--- config.mk ---
export PLATFORM = sky130hd
export DESIGN_NAME = sobel_cfg
export DESIGN_NICKNAME = d
export VERILOG_FILES = /design/src/sobel_pkg.sv /design/src/sobel_cfg.sv
export SDC_FILE = /design/constraint.sdc
export NUM_CORES = 1
export LEC_CHECK = 0
export BUFFER_PORTS_ARGS = -buffer_cell sky130_fd_sc_hd__buf_4
export CAP_MARGIN = 10
export CORE_MARGIN = 4
export CORE_UTILIZATION = 51
export CTS_CLUSTER_SIZE = 14
export DETAILED_ROUTE_END_ITERATION = 8
export PLACE_DENSITY = 0.86
export SYNTH_ARGS = -nofsm -noshare
export SYNTH_HDL_FRONTEND = slang
export SYNTH_SLANG_ARGS = --single-unit
export TNS_END_PERCENT = 20
--- constraint.sdc ---
create_clock -name clk -period 2.8 [get_ports clk]
set_input_delay 0 -clock clk [delete_from_list [all_inputs] [get_ports clk]]
set_output_delay 0 -clock clk [all_outputs]
set_load 0.005 [all_outputs]
--- src/sobel_pkg.sv ---
`timescale 1ns / 1ps
package sobel_pkg;

  localparam int MAX_WIDTH  = 2048;
  localparam int MAX_HEIGHT = 4096;

  localparam int COL_W  = $clog2(MAX_WIDTH);
  localparam int ROW_W  = $clog2(MAX_HEIGHT);
  localparam int WLEN_W = COL_W + 1;
  localparam int HLEN_W = ROW_W + 1;

  localparam int PIX_W        = 8;
  localparam int WIDTH_REG_W  = 12;
  localparam int HEIGHT_REG_W = 13;
  localparam int THRESH_W     = 21;

  localparam int SUM_W  = PIX_W + 2;
  localparam int GRAD_W = PIX_W + 3;
  localparam int SQ_W   = 2 * (PIX_W + 2);
  localparam int MAG_W  = SQ_W + 1;

  localparam int APB_AW = 4;
  localparam int APB_DW = 32;

  localparam logic [1:0] REG_IMAGE_WIDTH  = 2'd0;
  localparam logic [1:0] REG_IMAGE_HEIGHT = 2'd1;
  localparam logic [1:0] REG_THRESHOLD    = 2'd2;

  localparam logic [WIDTH_REG_W-1:0]  WIDTH_RST  = WIDTH_REG_W'(640);
  localparam logic [HEIGHT_REG_W-1:0] HEIGHT_RST = HEIGHT_REG_W'(480);
  localparam logic [THRESH_W-1:0]     THRESH_RST = THRESH_W'(22500);

  localparam logic [PIX_W-1:0] EDGE_ON  = PIX_W'(255);
  localparam logic [PIX_W-1:0] EDGE_OFF = PIX_W'(0);

  typedef struct packed {
    logic [WLEN_W-1:0]   width;
    logic [HLEN_W-1:0]   height;
    logic [THRESH_W-1:0] threshold;
  } cfg_t;

  typedef struct packed {
    logic [COL_W-1:0] column;
    logic [ROW_W-1:0] row;
    logic             last;
  } tag_t;

  typedef struct packed {
    logic                     valid;
    logic signed [GRAD_W-1:0] gx;
    logic signed [GRAD_W-1:0] gy;
    tag_t                     tag;
  } grad_t;

endpackage

--- src/sobel_cfg.sv ---
`timescale 1ns / 1ps
module sobel_cfg (
  input  logic                        clk,
  input  logic                        rst,
  input  logic                        psel,
  input  logic                        penable,
  input  logic                        pwrite,
  input  logic [sobel_pkg::APB_AW-1:0] paddr,
  input  logic [sobel_pkg::APB_DW-1:0] pwdata,
  output logic [sobel_pkg::APB_DW-1:0] prdata,
  output logic                        pready,
  output sobel_pkg::cfg_t             cfg
);
  import sobel_pkg::*;

  logic [WIDTH_REG_W-1:0]  image_width;
  logic [HEIGHT_REG_W-1:0] image_height;
  logic [THRESH_W-1:0]     threshold_squared;
  logic [1:0]              reg_sel;

  assign reg_sel = paddr[3:2];
  assign pready  = 1'b1;

  always_ff @(posedge clk) begin
    if (rst) begin
      image_width       <= WIDTH_RST;
      image_height      <= HEIGHT_RST;
      threshold_squared <= THRESH_RST;
    end else if (psel && penable && pwrite) begin
      case (reg_sel)
        REG_IMAGE_WIDTH:  image_width       <= pwdata[WIDTH_REG_W-1:0];
        REG_IMAGE_HEIGHT: image_height      <= pwdata[HEIGHT_REG_W-1:0];
        REG_THRESHOLD:    threshold_squared <= pwdata[THRESH_W-1:0];
        default: ;
      endcase
    end
  end

  always_comb begin
    case (reg_sel)
      REG_IMAGE_WIDTH:  prdata = APB_DW'(image_width);
      REG_IMAGE_HEIGHT: prdata = APB_DW'(image_height);
      REG_THRESHOLD:    prdata = APB_DW'(threshold_squared);
      default:          prdata = '0;
    endcase
  end

  // sizes are used clamped to the supported range
  always_comb begin
    if (image_width < WIDTH_REG_W'(3)) begin
      cfg.width = WLEN_W'(3);
    end else if (32'(image_width) > MAX_WIDTH) begin
      cfg.width = WLEN_W'(MAX_WIDTH);
    end else begin
      cfg.width = WLEN_W'(image_width);
    end
    if (image_height < HEIGHT_REG_W'(3)) begin
      cfg.height = HLEN_W'(3);
    end else if (32'(image_height) > MAX_HEIGHT) begin
      cfg.height = HLEN_W'(MAX_HEIGHT);
    end else begin
      cfg.height = HLEN_W'(image_height);
    end
    cfg.threshold = threshold_squared;
  end

endmodule

==> results of run 1 <==
[stage by stage]
stage          hold WS (ps)  worst slack [ps]  instance area, sq um
2_1_floorplan           155              1930                  2640
6_report               15.1              1210                  3520
4_1_cts                11.0              1220                  3520
3_3_place_gp            258              1350                  3220
5_1_grt                29.5              1120                  3520
3_5_place_dp            267              1300                  3220
[worst max path at each step]
stage,start,endpoint,slack [ps],depth (start not counted)
2_1_floorplan,paddr[2],image_width[7],1930,4
3_3_place_gp,paddr[3],threshold_squared[8],1350,4
3_5_place_dp,paddr[3],threshold_squared[0],1300,4
4_1_cts,image_height[12],cfg[21],1220,4
5_1_grt,image_width[8],cfg[35],1120,4
6_report,image_width[8],cfg[35],1210,4
[power groups by stage]
| stage | logic, mW | registers (mW) | clock network [mW] |
|---|---|---|---|
| 3_3_place_gp | 0.162 | 0.686 | 0 |
| 6_report | 0.183 | 0.671 | 0.604 |
| 4_1_cts | 0.183 | 0.671 | 0.611 |
| 2_1_floorplan | 0.106 | 0.684 | 0 |
| 3_5_place_dp | 0.165 | 0.687 | 0 |
| 5_1_grt | 0.201 | 0.673 | 0.638 |
[cells by family (layout without fill, tap and decap cells)]
logic type	count (synthesis)	in the layout	share of synthesized area (%)
AND/OR/NAND/NOR	130	130	29.4
other	2	12	0.289
flip-flops	46	46	35.5
AO/OA/AOI/OAI	17	17	3.42
multiplexers	58	58	22.4
buffers and inverters	38	124	9.10
[area by class of cell]
type,count,area share (%)
timing repair buffer,112,25.0
clock buffer,6,2.35
tap,67,2.38
sequential,46,26.2
multi-input combinational,217,42.0
inverter,4,0.426
clock inverter,2,1.71
[worst reg2reg max path, delay by kind of cell (launching register included)]
kind,cells,cell delay [ps]
multiplexers,1,140
flip-flops,1,650
AND/OR/NAND/NOR,1,280
[registers in the layout (all words and copies together), names as in the netlist]
name / cells
image_height: 13
image_width: 12
threshold_squared: 21
[what timing repair did]
action                    CTS  global route
setup buffers               0             0
hold buffers               16             0
hold endpoints to repair   25             0
[routing by layer]
metal | vias to the layer above | track usage (%)
li1 | 1120 | -
met1 | 1099 | 25.2
met2 | 87 | 40.2
met3 | 4 | 6.58
met4 | 0 | 3.61
met5 | - | 0
[synthesized netlist by cell type, types with 2 or more instances]
master / number
a21oi_1: 2
and2_1: 8
buf_2: 3
buf_4: 16
buf_6: 4
clkbuf_1: 11
conb_1: 2
dfxtp_1: 46
inv_1: 4
mux2i_1: 58
nand2_1: 12
nand2b_1: 47
nand3_1: 2
nor2_1: 25
nor2b_1: 20
nor3_1: 2
nor4_1: 3
o21ai_0: 14
or2b_1: 3
==> flow_summary.toml, run 1 <==
[run_status]
status = "completed"

[critical_path]
cp_slowest_cell = "nor4_1"
critPathBufInv = 1
r2r-end = "image_width[11]"
critPathMaxFanout = 4
reg2reg_depth = 2
endpoint_kind = "primary output"
crit_chain = "nor4_1 > nand3_1 > a21oi_1 > buf_4"
ff2ff_setup_slack_ps = 1650
critical_path.max_stage_delay_ps = 430
arrival_ps = 1590
critical_path_class = "flop to primary output"
critPathRequiredTime_ps = 2800
crit_family = "simple AND/OR/NAND/NOR gates"
startpoint_type = "flop"
rr_startpoint = "image_width[11]"

[synth]
synth-main-ff-cell = "dfxtp_1"
syn_area_sq_um = 2600
ys_seq_area_share_pct = 35.5
yosys.area.top_type = "dfxtp_1"
yosysWarnings = 0
ys_ff_latch = 46
synth_area_leaders = "dfxtp_1 35%, mux2i_1 22%, nand2b_1 11%, nor2b_1 4.8%, buf_4 4.6%"
yosysUniqueCellTypes = 28
syn_inst = 291
async_flop_share_pct = 0
synth_enable_flop_cells = 0
synth_top_area_share_pct = 35.5
syn_area_per_cell_sq_um = 8.93

[routing]
route.detailed.wl_per_inst_um = 14.8
dr.pass1.iters = 4
wl_met2_mm = 3.41
dr.first_iter.drc_count = 99
top_layer_used = "met4"
drc = 0
m1WireLength_mm = 2.70
routed_via_density = 5.09
ant_nets = 0
num_vias = 2310
wirelength_mm = 6.73
met3_length_um = 593

[floorplanning]
die_area_sq_um = 6300
ios = 120
start_util_pct = 53.9
placementRows = 25
die_w_um = 79.4
die_y_um = 79.4
coreArea_sq_um = 4820

[min_path]
min_to = "threshold_squared[3]"
hold_path_depth = 3
hold_class = "input port to flop"
hp-start = "pwdata[3]"

[finish]
layout_common_cells = "96 x buf_4, 58 x mux2i_1, 47 x nand2b_1"
regArea_sq_um = 921
final.fill_count = 390
layout-drive-gt1-share_pct = 28.2
fin_nets = 427
multiInputGateArea_sq_um = 1480
diodes = 0
final_common_cell = "buf_4"
final_cell_count_no_fill = 454
area_growth_syn_to_layout_pct = 35.5
final_util_pct = 73.1

[global_route]
overflow = 0
grt_pass1_wl_mm = 11.0
grt_pass1_vias = 2283
grt_start_max_net_pins = 75
antenna_found_initial = 0
track_usage_pct = 21.9

[timing]
min_period_ps = 1590
finalHoldViolCount = 0
fin_skew_ps = 0
finalMaxSlewViolations = 0
tightestPinTransition_ps = 829
setup_violations = 0
fin_crit_sh_pct = 56.8
maxSlewHeadroom_pct = 44.6
tns_ps = 0
max_freq_mhz = 629
rsz0062_at_grt = "no"

[clocking]
cts_sinks = 46
cts_resized = 0
htree_levels = 2
cts_tree = "done"
path_clk_slew_ps = 90
root_buffer = "clkbuf_8"
cts_made_buffers = 5
clk_path_buf_depth = 2
worstSkewPairLatency_ps = 300

[place]
dp_hpwl_mm = 4.72
io_buffers = 94
dp.cells = 430
gp_congestion = 0.829

[power]
power.density_nw_per_um2 = 414
power_frac_clock_pct = 41.4
p_int_mw = 1.14
switching_share_pct = 21.6
total_power_mw = 1.46
power_switching_uw = 314
comb_power_share_pct = 12.6
ir_drop_v = 0.000349
pwr-share-seq_pct = 46.0
leakage_nw = 1.61

[job]
max_cap_viol_count = 0
Power figures use the tool's default switching activity.
==> run 2, diff against run 1 <==
--- a/config.mk
+++ b/config.mk
@@ -5,13 +5,14 @@
 export SDC_FILE = /design/constraint.sdc
 export NUM_CORES = 1
 export LEC_CHECK = 0
+export ABC_AREA = 1
 export BUFFER_PORTS_ARGS = -buffer_cell sky130_fd_sc_hd__buf_4
 export CAP_MARGIN = 10
 export CORE_MARGIN = 4
-export CORE_UTILIZATION = 51
+export CORE_UTILIZATION = 45
 export CTS_CLUSTER_SIZE = 14
 export DETAILED_ROUTE_END_ITERATION = 8
-export PLACE_DENSITY = 0.86
+export PLACE_DENSITY = 0.79
 export SYNTH_ARGS = -nofsm -noshare
 export SYNTH_HDL_FRONTEND = slang
 export SYNTH_SLANG_ARGS = --single-unit
==> constraint.sdc (replaced) <==
create_clock -name clk -period 1.61 [get_ports clk]
set_input_delay 0 -clock clk [delete_from_list [all_inputs] [get_ports clk]]
set_output_delay 0 -clock clk [all_outputs]
set_load 0.005 [all_outputs]
==> run 2 against run 1 <==
Net effect: worst hold slack worse by 4.0 ps; critical path type unchanged; synthesized cell count increased by 16%; final cell count increased by 12%; routed wire length increased by 9.4%; setup slack got worse by 1100 ps; clock-buffer cell count rose by 1; sequential share of layout area up 2.0 points.
==> flow_summary.toml, run 2 <==
[finish]
final_common_cell = "buf_4"
largest_register = "threshold_squared"
area_growth_syn_to_layout_pct = 40.2
diodes = 0
layout_common_cells = "98 x buf_4, 59 x nand2_1, 52 x nor2_1"
reg_top3 = "threshold_squared x21, image_height x13, image_width x12"
fin_nets = 482
layout-drive-gt1-share_pct = 27.0
design_area_sq_um = 3270
largest_reg_flops = 21

[min_path]
hp-start = "pwdata[2]"
hold_class = "input port to flop"

[synth]
synth_commonest_cells = "59 x nand2_1, 53 x nor2_1, 46 x dfxtp_1"
syn_inst = 337
async_flop_share_pct = 0
ys_ff_latch = 46
synth_area_leaders = "dfxtp_1 40%, nand2_1 9.5%, nor2_1 8.5%, inv_1 7.1%, o21ai_0 6.7%"
yosysMostFrequentCell = "nand2_1"
synth_top_area_share_pct = 39.5
syn_area_sq_um = 2330
synth-main-ff-cell = "dfxtp_1"
ys_seq_area_share_pct = 39.5
yosys.area.top_type = "dfxtp_1"
syn_area_per_cell_sq_um = 6.92
synth_enable_flop_cells = 0
yosysUniqueCellTypes = 26
yosysWarnings = 0

[floorplanning]
die_area_sq_um = 6400
start_util_pct = 47.8
coreArea_sq_um = 4880
die_y_um = 80.0
placementRows = 25
ios = 120
die_w_um = 80.0

[place]
pre_cts_ws_ps = 349
gp_congestion = 0.866
dp_hpwl_mm = 5.29
place_area_sq_um = 3000
io_buffers = 94

[critical_path]
crit_family = "simple AND/OR/NAND/NOR gates"
crit_chain = "or2_2 > nor2_1 > nand2_1 > nand2_1 > inv_2 > nor2_1 > buf_4"
critical_path_class = "flop to primary output"
arrival_ps = 1530
endpoint_kind = "primary output"
critPathMaxFanout = 7
critPathBufInv = 2
critical_path.max_stage_delay_ps = 350
cp_slowest_cell = "dfxtp_1"
rr_startpoint = "image_height[12]"
crit_path_start = "image_width[0]"
critPathRequiredTime_ps = 1610
startpoint_type = "flop"

[routing]
drc = 0
num_vias = 2610
routed_via_density = 5.14
dr.pass1.iters = 5
dr.first_iter.drc_count = 120
wirelength_mm = 7.37
route.detailed.wl_per_inst_um = 14.5
ant_nets = 0

[timing]
rsz0062_at_grt = "yes"
finalMaxSlewViolations = 0
fin_crit_sh_pct = 95.3
finalHoldViolCount = 0
max_freq_mhz = 652
fin_skew_ps = 0
setup_slack_ps = 75.9
setup_violations = 0
min_period_ps = 1530

[clocking]
worstSkewPairLatency_ps = 300
cts_made_buffers = 5
path_clk_slew_ps = 80
cts_sinks = 46
cts_tree = "done"
root_buffer = "clkbuf_8"
htree_levels = 2
clk_path_buf_depth = 2

[global_route]
antenna_found_initial = 0
overflow = 0
track_usage_pct = 22.9
grt_start_max_net_pins = 47
grt_pass1_wl_mm = 11.4
grt_pass1_vias = 2351

[power]
leakage_nw = 1.64
power.density_nw_per_um2 = 675
ir_drop_v = 0.000518

[job]
max_cap_viol_count = 0

[run_status]
status = "completed"
## run 2: worst min-delay path: cells and delay by family
family / cells / cell delay [ps]
buffers and inverters: 2 / 150
AO/OA/AOI/OAI: 1 / 120
## run 2: layer usage
metal / global-route usage [%] / share of wire, % / wire (um) / up-vias
met4: 8.95 / 2.8 / 207 / 0
li1: - / - / - / 1252
met2: 38.1 / 49 / 3630 / 140
met5: 0 / 0 / 0 / -
met3: 4.97 / 8.0 / 589 / 20
met1: 28.5 / 40 / 2940 / 1198
## run 2: kinds of logic (layout without fill, tap and decap cells)
kind of cell,after synthesis,count (layout),synth area share [%]
buf+inv,78,171,15.7
other cells,2,12,0.322
simple gates,130,131,23.8
flops,46,46,39.5
compound gates,81,81,20.7
## run 2: per-stage QoR
stage	utilization, %	hold WS, ps	instances	total power [mW]	setup TNS [ps]
floorplan	-	126	347	1.37	0
finish	67.0	11.1	508	2.21	0
global placement	61.5	216	482	1.51	0
global route	67.0	12.2	508	2.29	-56.7
CTS	66.8	2.43	507	2.20	0
detailed placement	61.5	232	482	1.52	0
## run 2: power by group
group | switching [mW] | internal (mW)
logic | 0.176 | 0.173
registers | 0.0212 | 1.16
clock network | 0.375 | 0.300
total | 0.573 | 1.63
## run 2: area by class of cell
| cell class | instances | area [sq um] |
|---|---|---|
| fillers | 441 | 1610 |
| multi-input cells | 224 | 1090 |
| flip-flops and latches | 46 | 921 |
| repair buffers | 116 | 916 |
| inverters | 48 | 180 |
| well taps | 67 | 83.8 |
| clock buffers | 7 | 76.3 |
## run 2: worst paths after layout
kind                                end  slack [ps]  cells after the start
setup / recovery                cfg[38]          80                      7
hold / removal          image_height[2]          10                      3
setup reg to reg       image_height[12]         710                      2
hold reg to reg   threshold_squared[12]         500                      2
## run 2: what timing repair did
| action | in CTS | in global routing |
|---|---|---|
| endpoints found under the hold margin | 32 | 0 |
| resized for setup | 0 | 4 |
| hold buffers | 18 | 0 |
| setup endpoints to repair | 0 | 19 |
| buffers inserted | 0 | 0 |
