File: src/sobel_pkg.sv
`timescale 1ns / 1ps
package sobel_pkg;

  localparam int MAX_WIDTH  = 2048;
  localparam int MAX_HEIGHT = 4096;

  localparam int COL_W  = $clog2(MAX_WIDTH);
  localparam int ROW_W  = $clog2(MAX_HEIGHT);
  localparam int WLEN_W = COL_W + 1;
  localparam int HLEN_W = ROW_W + 1;

  localparam int PIX_W        = 8;
  localparam int WIDTH_REG_W  = 12;
  localparam int HEIGHT_REG_W = 13;
  localparam int THRESH_W     = 21;

  localparam int SUM_W  = PIX_W + 2;
  localparam int GRAD_W = PIX_W + 3;
  localparam int SQ_W   = 2 * (PIX_W + 2);
  localparam int MAG_W  = SQ_W + 1;

  localparam int APB_AW = 4;
  localparam int APB_DW = 32;

  localparam logic [1:0] REG_IMAGE_WIDTH  = 2'd0;
  localparam logic [1:0] REG_IMAGE_HEIGHT = 2'd1;
  localparam logic [1:0] REG_THRESHOLD    = 2'd2;

  localparam logic [WIDTH_REG_W-1:0]  WIDTH_RST  = WIDTH_REG_W'(640);
  localparam logic [HEIGHT_REG_W-1:0] HEIGHT_RST = HEIGHT_REG_W'(480);
  localparam logic [THRESH_W-1:0]     THRESH_RST = THRESH_W'(22500);

  localparam logic [PIX_W-1:0] EDGE_ON  = PIX_W'(255);
  localparam logic [PIX_W-1:0] EDGE_OFF = PIX_W'(0);

  typedef struct packed {
    logic [WLEN_W-1:0]   width;
    logic [HLEN_W-1:0]   height;
    logic [THRESH_W-1:0] threshold;
  } cfg_t;

  typedef struct packed {
    logic [COL_W-1:0] column;
    logic [ROW_W-1:0] row;
    logic             last;
  } tag_t;

  typedef struct packed {
    logic                     valid;
    logic signed [GRAD_W-1:0] gx;
    logic signed [GRAD_W-1:0] gy;
    tag_t                     tag;
  } grad_t;

endpackage

File: src/sobel_if.sv


interface sobel_res_if;
  import sobel_pkg::*;

  logic             valid;
  logic             ready;
  logic [PIX_W-1:0] edge_value;
  logic [COL_W-1:0] out_column;
  logic [ROW_W-1:0] out_row;
  logic             frame_last;

  modport source (output valid, edge_value, out_column, out_row, frame_last, input ready);
  modport sink   (input valid, edge_value, out_column, out_row, frame_last, output ready);
endinterface

File: src/sobel_mag.sv
`timescale 1ns / 1ps
module sobel_mag (
  input  logic                           clk,
  input  logic                           rst,
  input  logic [sobel_pkg::THRESH_W-1:0] threshold,
  input  sobel_pkg::grad_t               grad,
  output logic                           take,
  sobel_res_if.source                    edges
);
  import sobel_pkg::*;

  logic                       ld_o;
  logic                       ld3;
  logic signed [2*GRAD_W-1:0] px, py;

  logic                       v3;
  logic [SQ_W-1:0]            sqx, sqy;
  tag_t                       tag3;

  logic [MAG_W-1:0]           mag;
  logic                       ov;
  logic                       is_edge;
  tag_t                       tag_o;

  assign ld_o = !ov || edges.ready;
  assign ld3  = !v3 || ld_o;
  assign take = ld3;

  assign px = grad.gx * grad.gx;
  assign py = grad.gy * grad.gy;

  always_ff @(posedge clk) begin
    if (rst) begin
      v3 <= 1'b0;
    end else if (ld3) begin
      v3 <= grad.valid;
    end
  end

  always_ff @(posedge clk) begin
    if (ld3 && grad.valid) begin
      sqx  <= px[SQ_W-1:0];
      sqy  <= py[SQ_W-1:0];
      tag3 <= grad.tag;
    end
  end

  assign mag = {1'b0, sqx} + {1'b0, sqy};

  always_ff @(posedge clk) begin
    if (rst) begin
      ov <= 1'b0;
    end else if (ld_o) begin
      ov <= v3;
    end
  end

  always_ff @(posedge clk) begin
    if (ld_o && v3) begin
      is_edge <= mag > threshold;
      tag_o   <= tag3;
    end
  end

  assign edges.valid      = ov;
  assign edges.edge_value = is_edge ? EDGE_ON : EDGE_OFF;
  assign edges.out_column = tag_o.column;
  assign edges.out_row    = tag_o.row;
  assign edges.frame_last = tag_o.last;

  a_interior_only: assert property (@(posedge clk) disable iff (rst)
    ov |-> (tag_o.column != '0) && (tag_o.row != '0))
    else $error("border pixel on output");

  a_s3_hold: assert property (@(posedge clk) disable iff (rst)
    v3 && !ld_o |=> v3 && $stable(sqx) && $stable(sqy))
    else $error("stalled square stage changed");

  a_take_when_free: assert property (@(posedge clk) disable iff (rst)
    !v3 |-> take)
    else $error("empty square stage refused a beat");

endmodule

File: src/flat_wrapper.sv
// flat-port wrapper written by rule: the top's interface ports become plain ports
module sobel_mag_flat import sobel_pkg::*;
  (clk, rst, threshold, grad, take, edges_valid, edges_edge_value, edges_out_column, edges_out_row, edges_frame_last, edges_ready);
  sobel_res_if edges_i ();
  input  logic clk;
  input  logic rst;
  input  logic [sobel_pkg::THRESH_W-1:0] threshold;
  input  sobel_pkg::grad_t grad;
  output logic take;
  output wire logic [$bits(edges_i.valid)-1:0] edges_valid;
  output wire logic [$bits(edges_i.edge_value)-1:0] edges_edge_value;
  output wire logic [$bits(edges_i.out_column)-1:0] edges_out_column;
  output wire logic [$bits(edges_i.out_row)-1:0] edges_out_row;
  output wire logic [$bits(edges_i.frame_last)-1:0] edges_frame_last;
  input wire logic [$bits(edges_i.ready)-1:0] edges_ready;
  assign edges_valid = edges_i.valid;
  assign edges_edge_value = edges_i.edge_value;
  assign edges_out_column = edges_i.out_column;
  assign edges_out_row = edges_i.out_row;
  assign edges_frame_last = edges_i.frame_last;
  assign edges_i.ready = edges_ready;
  sobel_mag u_core (.clk(clk), .rst(rst), .threshold(threshold), .grad(grad), .take(take), .edges(edges_i));
endmodule
File: config.mk
export PLATFORM = sky130hd
export DESIGN_NAME = sobel_mag_flat
export DESIGN_NICKNAME = d
export VERILOG_FILES = /design/src/sobel_pkg.sv /design/src/sobel_if.sv /design/src/sobel_mag.sv /design/src/flat_wrapper.sv
export SDC_FILE = /design/constraint.sdc
export NUM_CORES = 1
export LEC_CHECK = 0
export ABC_AREA = 1
export BUFFER_PORTS_ARGS = -buffer_cell sky130_fd_sc_hd__buf_2
export CELL_PAD_IN_SITES_DETAIL_PLACEMENT = 1
export CELL_PAD_IN_SITES_GLOBAL_PLACEMENT = 1
export CORE_MARGIN = 3
export CORE_UTILIZATION = 40
export CTS_CLUSTER_SIZE = 30
export DETAILED_ROUTE_END_ITERATION = 6
export PLACE_DENSITY_LB_ADDON = 0.1
export SETUP_SLACK_MARGIN = 0.05
export SLEW_MARGIN = 0
export SYNTH_ARGS = -nofsm -noshare
export SYNTH_HDL_FRONTEND = slang
export SYNTH_SLANG_ARGS = --single-unit
File: constraint.sdc
create_clock -name clk -period 5.51 [get_ports clk]
set_input_delay 0.551 -clock clk [delete_from_list [all_inputs] [get_ports clk]]
set_output_delay 0.551 -clock clk [all_outputs]
set_load 0.05 [all_outputs]
==> impl_metrics.toml, run 1 <==
[routing]
first_pass_iters = 4
drc_errors = 0
vias_per_cell = 4.704
avgRoutedWirePerCell_um = 14.72
drt_iter0_markers = 322
wl_um = 28230
postRouteAntennaNets = 0
vias = 9022

[clocking]
clock_path_buffers = 2
cts.htree.levels = 3
cts_sinks = 89
cts_tree = "done"
post_cts_resized = 0
cts-root-buf = "clkbuf_16"
cts_setup_buffers = 0
cts_hold_buf = 0
cts-buffers-inserted = 9
clk_pin_slew_worst_paths_ps = 80
clkLatencyLatePin_ps = 360

[floorplanning]
die_w_um = 182.5
core-area_um2 = 30670
start_util_pct = 40.64
rows = 64
dieArea_um2 = 33320
die_y_um = 182.5
io_pins = 105

[sta]
fin_skew_ps = 19.44
hold_viol_final = 0
fin_hold_ws_ps = 357.9
max_slew_margin_pct = 46.64
tightest_slew_ps = 800.4
clock.fmax_mhz = 203.3
period_minus_slack_ps = 4919
period_share_pct = 89.27
rsz0062_at_grt = "false"
drv_slew = 0
setup_viol = 0
tns_ps = 0

[worst_setup_path]
critPathRequiredTime_ps = 5610
end_kind = "flop"
reg2reg_depth = 17
critPathKind = "in2reg"
arrival_ps = 5020
crit_fanout = 14
startpoint_type = "primary input"

[outcome]
outcome = "completed"

[synthesis]
synth.distinct_cells = 41
yosys.area_share.simple_pct = 14.59
ys.warnings.count = 0
netlist_top_cells_area = "fa_1, edfxtp_1, ha_1, inv_1, nand2_1"
synthAdderAreaFrac_pct = 42.36
syn_area_um2 = 12460
synth_edf_count = 87
synth_mux_area_share_pct = 0
syn_nets = 1804
synth_commonest_cells = "inv_1, nand2_1, fa_1"
netlist.area_leader.share_pct = 30.52
syn_area_per_cell_um2 = 8.747
ys_ff_latch = 89
ys_seq_area_share_pct = 21.28
synth_top_family_by_area = "adder cells"
synth_xor_area_share_pct = 3.373
syn_inst = 1425
synth_top_flop_cell = "edfxtp_1"
synth_compound_area_share_pct = 5.290
synth_top_area_cell = "fa_1"
yosysMostFrequentCell = "inv_1"
synthArstFlopShare_pct = 0

[pwr]
ir_drop_v = 0.0002618
fin_total_pwr_mw = 8.527
power_density_nw_per_um2 = 622.3
p_leak_nw = 7.515

[global_route]
grt_pass1_wl_um = 47810
antenna_found_initial = 0
grt_max_degree = 63
overflow = 0
grt_pass1_vias = 9815
track_usage_pct = 17.71

[place]
hpwl_um = 24770
placed_area_um2 = 13400
dp.cells = 1902
gp_congestion = 0.8301
port-buffer-count = 104

[min_path]
min_path_type = "in2reg"
hold_depth = 2

[flow_run]
maxCapViolCount = 0

[final_layout]
n_antenna_cell = 0
nNetsFinal = 1896
stdcell_area_um2 = 13700
drive_above_1_share_pct = 11.04
fin_cells = 1918
area_growth_pct = 9.928
## layer usage
layer	vias up	share of wire (%)	track usage [%]
li1	4474	-	-
met2	109	50	31.07
met3	10	2.8	1.575
met4	0	0.64	2.834
met5	-	0	0
met1	4429	47	24.41
## through the flow
step           utilization [%]  setup slack (ps)
4_1_cts                  44.68             590.9
2_1_floorplan                -             587.6
6_report                 44.68             591.5
3_3_place_gp             43.71             298.8
5_1_grt                  44.68             284.5
3_5_place_dp             43.71             220.0
## path summary, 6_finish.rpt
kind	from	to	slack, ps
worst min-delay path	rst	u_core.v3	360
worst max register to register	u_core.sqx[3]	u_core.is_edge	2470
worst min register to register	u_core.tag3[11]	u_core.edges.out_row[10]	420
worst max-delay path	grad[45]	u_core.sqx[17]	590
## area by class of cell
class,instances,area (um^2)
Clock buffer,9,225.2
Clock inverter,7,72.57
Fill cell,3694,16970
Inverter,394,1479
Multi-Input combinational cell,909,8182
Sequential cell,89,2653
Tap cell,396,495.5
Timing Repair Buffer,114,595.6
## where the power goes
group	switching (mW)	internal (mW)	leakage [nW]	total (mW)
clock network	0.303	0.320	0.143	0.623
registers	0.0634	1.16	0.858	1.22
logic	4.15	2.53	6.51	6.68
total	4.52	4.01	7.51	8.53
## critical path, stage by stage
cell     delay (ps)
buf_2           240
inv_1           220
or2_2           330
fa_1            480
inv_1            50
fa_1            470
inv_1            50
fa_1            490
fa_1            440
fa_1            510
inv_1            40
ha_1            320
a21oi_1         230
o21ai_0         180
a21oi_1         150
nand2_1          90
xor2_1          150
## registers in the layout (all words and copies together), names as in the netlist
register / cells
u_core.edges.frame_last: 1
u_core.edges.out_column: 11
u_core.edges.out_row: 12
u_core.edges.valid: 1
u_core.is_edge: 1
u_core.sqx: 19
u_core.sqy: 19
u_core.tag3: 24
u_core.v3: 1
## layout by cell type (no fill, tap or decap), types with 2 or more instances in the layout
cell | netlist | layout
inv_8 | 0 | 2
nor2_2 | 5 | 5
nand2_1 | 295 | 295
a21oi_1 | 62 | 61
xnor2_1 | 14 | 14
clkbuf_16 | 0 | 9
nor3_1 | 8 | 8
buf_4 | 8 | 10
a21o_1 | 6 | 6
o21ai_1 | 7 | 7
nand4_1 | 8 | 8
or2_2 | 4 | 4
ha_1 | 118 | 118
nor2_1 | 58 | 58
buf_2 | 1 | 104
dfxtp_1 | 2 | 2
nand3b_1 | 4 | 4
a21oi_2 | 5 | 6
o21ai_0 | 16 | 16
inv_6 | 0 | 2
xor2_1 | 34 | 34
o21a_1 | 3 | 3
nand3_1 | 43 | 43
and3_1 | 2 | 2
inv_1 | 389 | 388
fa_1 | 190 | 190
o21bai_1 | 4 | 4
edfxtp_1 | 87 | 87
inv_2 | 5 | 6
a21boi_0 | 2 | 2
nand2_2 | 9 | 9
## kinds of logic after synthesis
kind of cell / count (synthesis)
AO/OA/AOI/OAI: 113
adder cells (fa/ha/maj): 308
flip-flops: 89
XOR/XNOR: 48
buffers and inverters: 427
AND/OR/NAND/NOR: 440
Power figures use the tool's default switching activity.
==> run 2: changes to the inputs <==
CORE_MARGIN = not set   (was 3)
==> run 2 against run 1 <==
  * Power is 0.13% higher
  * Core utilization is 0.16 points higher
  * First-iteration DRC count shrank 5.3%
  * Combinational power hardly changed
  * Critical path type unchanged
  * Largest power group unchanged
==> impl_metrics.toml, run 2 (synthesis gave the netlist of run 1 again) <==
[outcome]
outcome = "completed"

[global_route]
grtUsageMet1_pct = 25.04
grtUsageMet2_pct = 33.01
overflow = 0
top_usage_layer = "met2"
antenna_found_initial = 0
grt_pass1_wl_um = 47180
track_usage_pct = 18.79
grt_max_degree = 63
grt_pass1_vias = 9770
grt.met3_usage_pct = 1.577

[final_layout]
final_common_cell = "inv_1"
n_antenna_cell = 0
drive_above_1_share_pct = 11.15
final_cell_mix = "inv_1, nand2_1, fa_1"
fin_util_pct = 44.83
area_growth_pct = 10.03
regMostFlops = "u_core.tag3"
reg_top3 = "u_core.tag3: 24 flops, u_core.sqx: 19 flops, u_core.sqy: 19 flops"
largest_reg_flops = 24
nNetsFinal = 1898
fin_cells = 1920
fillers = 3704

[sta]
tightest_slew_ps = 793.3
drv_slew = 0
fin_skew_ps = 9.009
tns_ps = 0
period_minus_slack_ps = 4852
max_slew_margin_pct = 47.11
period_share_pct = 88.05
hold_viol_final = 0
setup_viol = 0
rsz0062_at_grt = "false"
clock.fmax_mhz = 206.1

[flow_run]
maxCapViolCount = 0

[floorplanning]
die_y_um = 178.5
die_w_um = 178.5
start_util_pct = 40.75
dieArea_um2 = 31870
rows = 64
io_pins = 105
core-area_um2 = 30590

[clocking]
cts-root-buf = "clkbuf_16"
clk_pin_slew_worst_paths_ps = 70
cts_tree = "done"
post_cts_resized = 0
cts.htree.levels = 3
cts_sinks = 89
cts_hold_buf = 0
clkLatencyLatePin_ps = 350
cts_setup_buffers = 0
cts-buffers-inserted = 9
clock_path_buffers = 2

[routing]
drt_iter0_markers = 305
vias_per_cell = 4.705
vias = 9034
drc_errors = 0
first_pass_iters = 4
avgRoutedWirePerCell_um = 14.56
postRouteAntennaNets = 0
wl_um = 27960

[pwr]
p_comb_share_pct = 78.6
seq_power_share_pct = 14.3
clkPwrFrac_pct = 7.1
power_density_nw_per_um2 = 622.6
internal-power_mw = 3.995
switching_power_mw = 4.543
ir_drop_v = 0.0002571
p_leak_nw = 7.523
p_sw_share_pct = 53.21
fin_total_pwr_mw = 8.538

[place]
port-buffer-count = 104
dp.cells = 1904
hpwl_um = 24880
gp_congestion = 0.8224

[worst_setup_path]
end_kind = "flop"
arrival_ps = 4940
startpoint_type = "primary input"
crit_fanout = 14
critPathRequiredTime_ps = 5600
critPathKind = "in2reg"

[min_path]
min_path_type = "in2reg"
==> run 2: power by group through the flow <==
stage	combinational, mW	clock, mW	sequential, mW
4_1_cts	6.86	0.628	1.22
2_1_floorplan	5.18	0	1.24
5_1_grt	7.79	0.647	1.23
3_3_place_gp	6.64	0	1.24
6_report	6.71	0.607	1.22
3_5_place_dp	6.80	0	1.24
==> run 2: layer usage <==
layer / wire (um) / part of all wire, % / vias up
met5: 0 / 0 / -
met4: 402 / 1.4 / 0
met3: 714 / 2.6 / 21
met2: 13760 / 49 / 108
met1: 13080 / 47 / 4442
li1: - / - / 4463
==> run 2: final timing paths <==
| path | from | endpoint | slack (ps) | depth (start not counted) |
|---|---|---|---|---|
| worst max-delay path | grad[45] | u_core.sqx[13] | 660 | 17 |
| worst min-delay path | grad[15] | u_core.tag3[15] | 370 | 1 |
| worst max register to register | u_core.sqx[3] | u_core.is_edge | 2470 | 17 |
| worst min register to register | u_core.tag3[6] | u_core.edges.out_row[5] | 420 | 0 |
==> run 2: per-stage QoR <==
stage | hold WS (ps) | worst slack [ps] | instance area, um^2
2_1_floorplan | 400.3 | 587.6 | 12460
3_3_place_gp | 400.6 | 280.7 | 13420
3_5_place_dp | 406.2 | 270.5 | 13420
4_1_cts | 357.5 | 642.6 | 13710
5_1_grt | 362.4 | 312.2 | 13710
6_report | 374.0 | 658.2 | 13710
==> run 2: critical path, cell delays in order <==
cell and delay [ps]:
buf_2 230, inv_1 210, or2_2 330, fa_1 490, inv_1 50, fa_1 470, inv_1 50, fa_1 490
fa_1 430, fa_1 490, inv_1 40, ha_1 320, a21oi_1 220, o21ai_0 180, a21oi_1 150, nand2_1 80
xor2_1 160
==> run 2: cell type report <==
type                    count  area, um^2  share of cell area [%]
clock buffers               9       225.2                   1.642
clock inverters             7       70.07                  0.5109
inverters                 394        1479                   10.78
multi-input cells         909        8182                   59.66
flip-flops and latches     89        2653                   19.34
well taps                 396       495.5                   3.613
repair buffers            116       610.6                   4.452
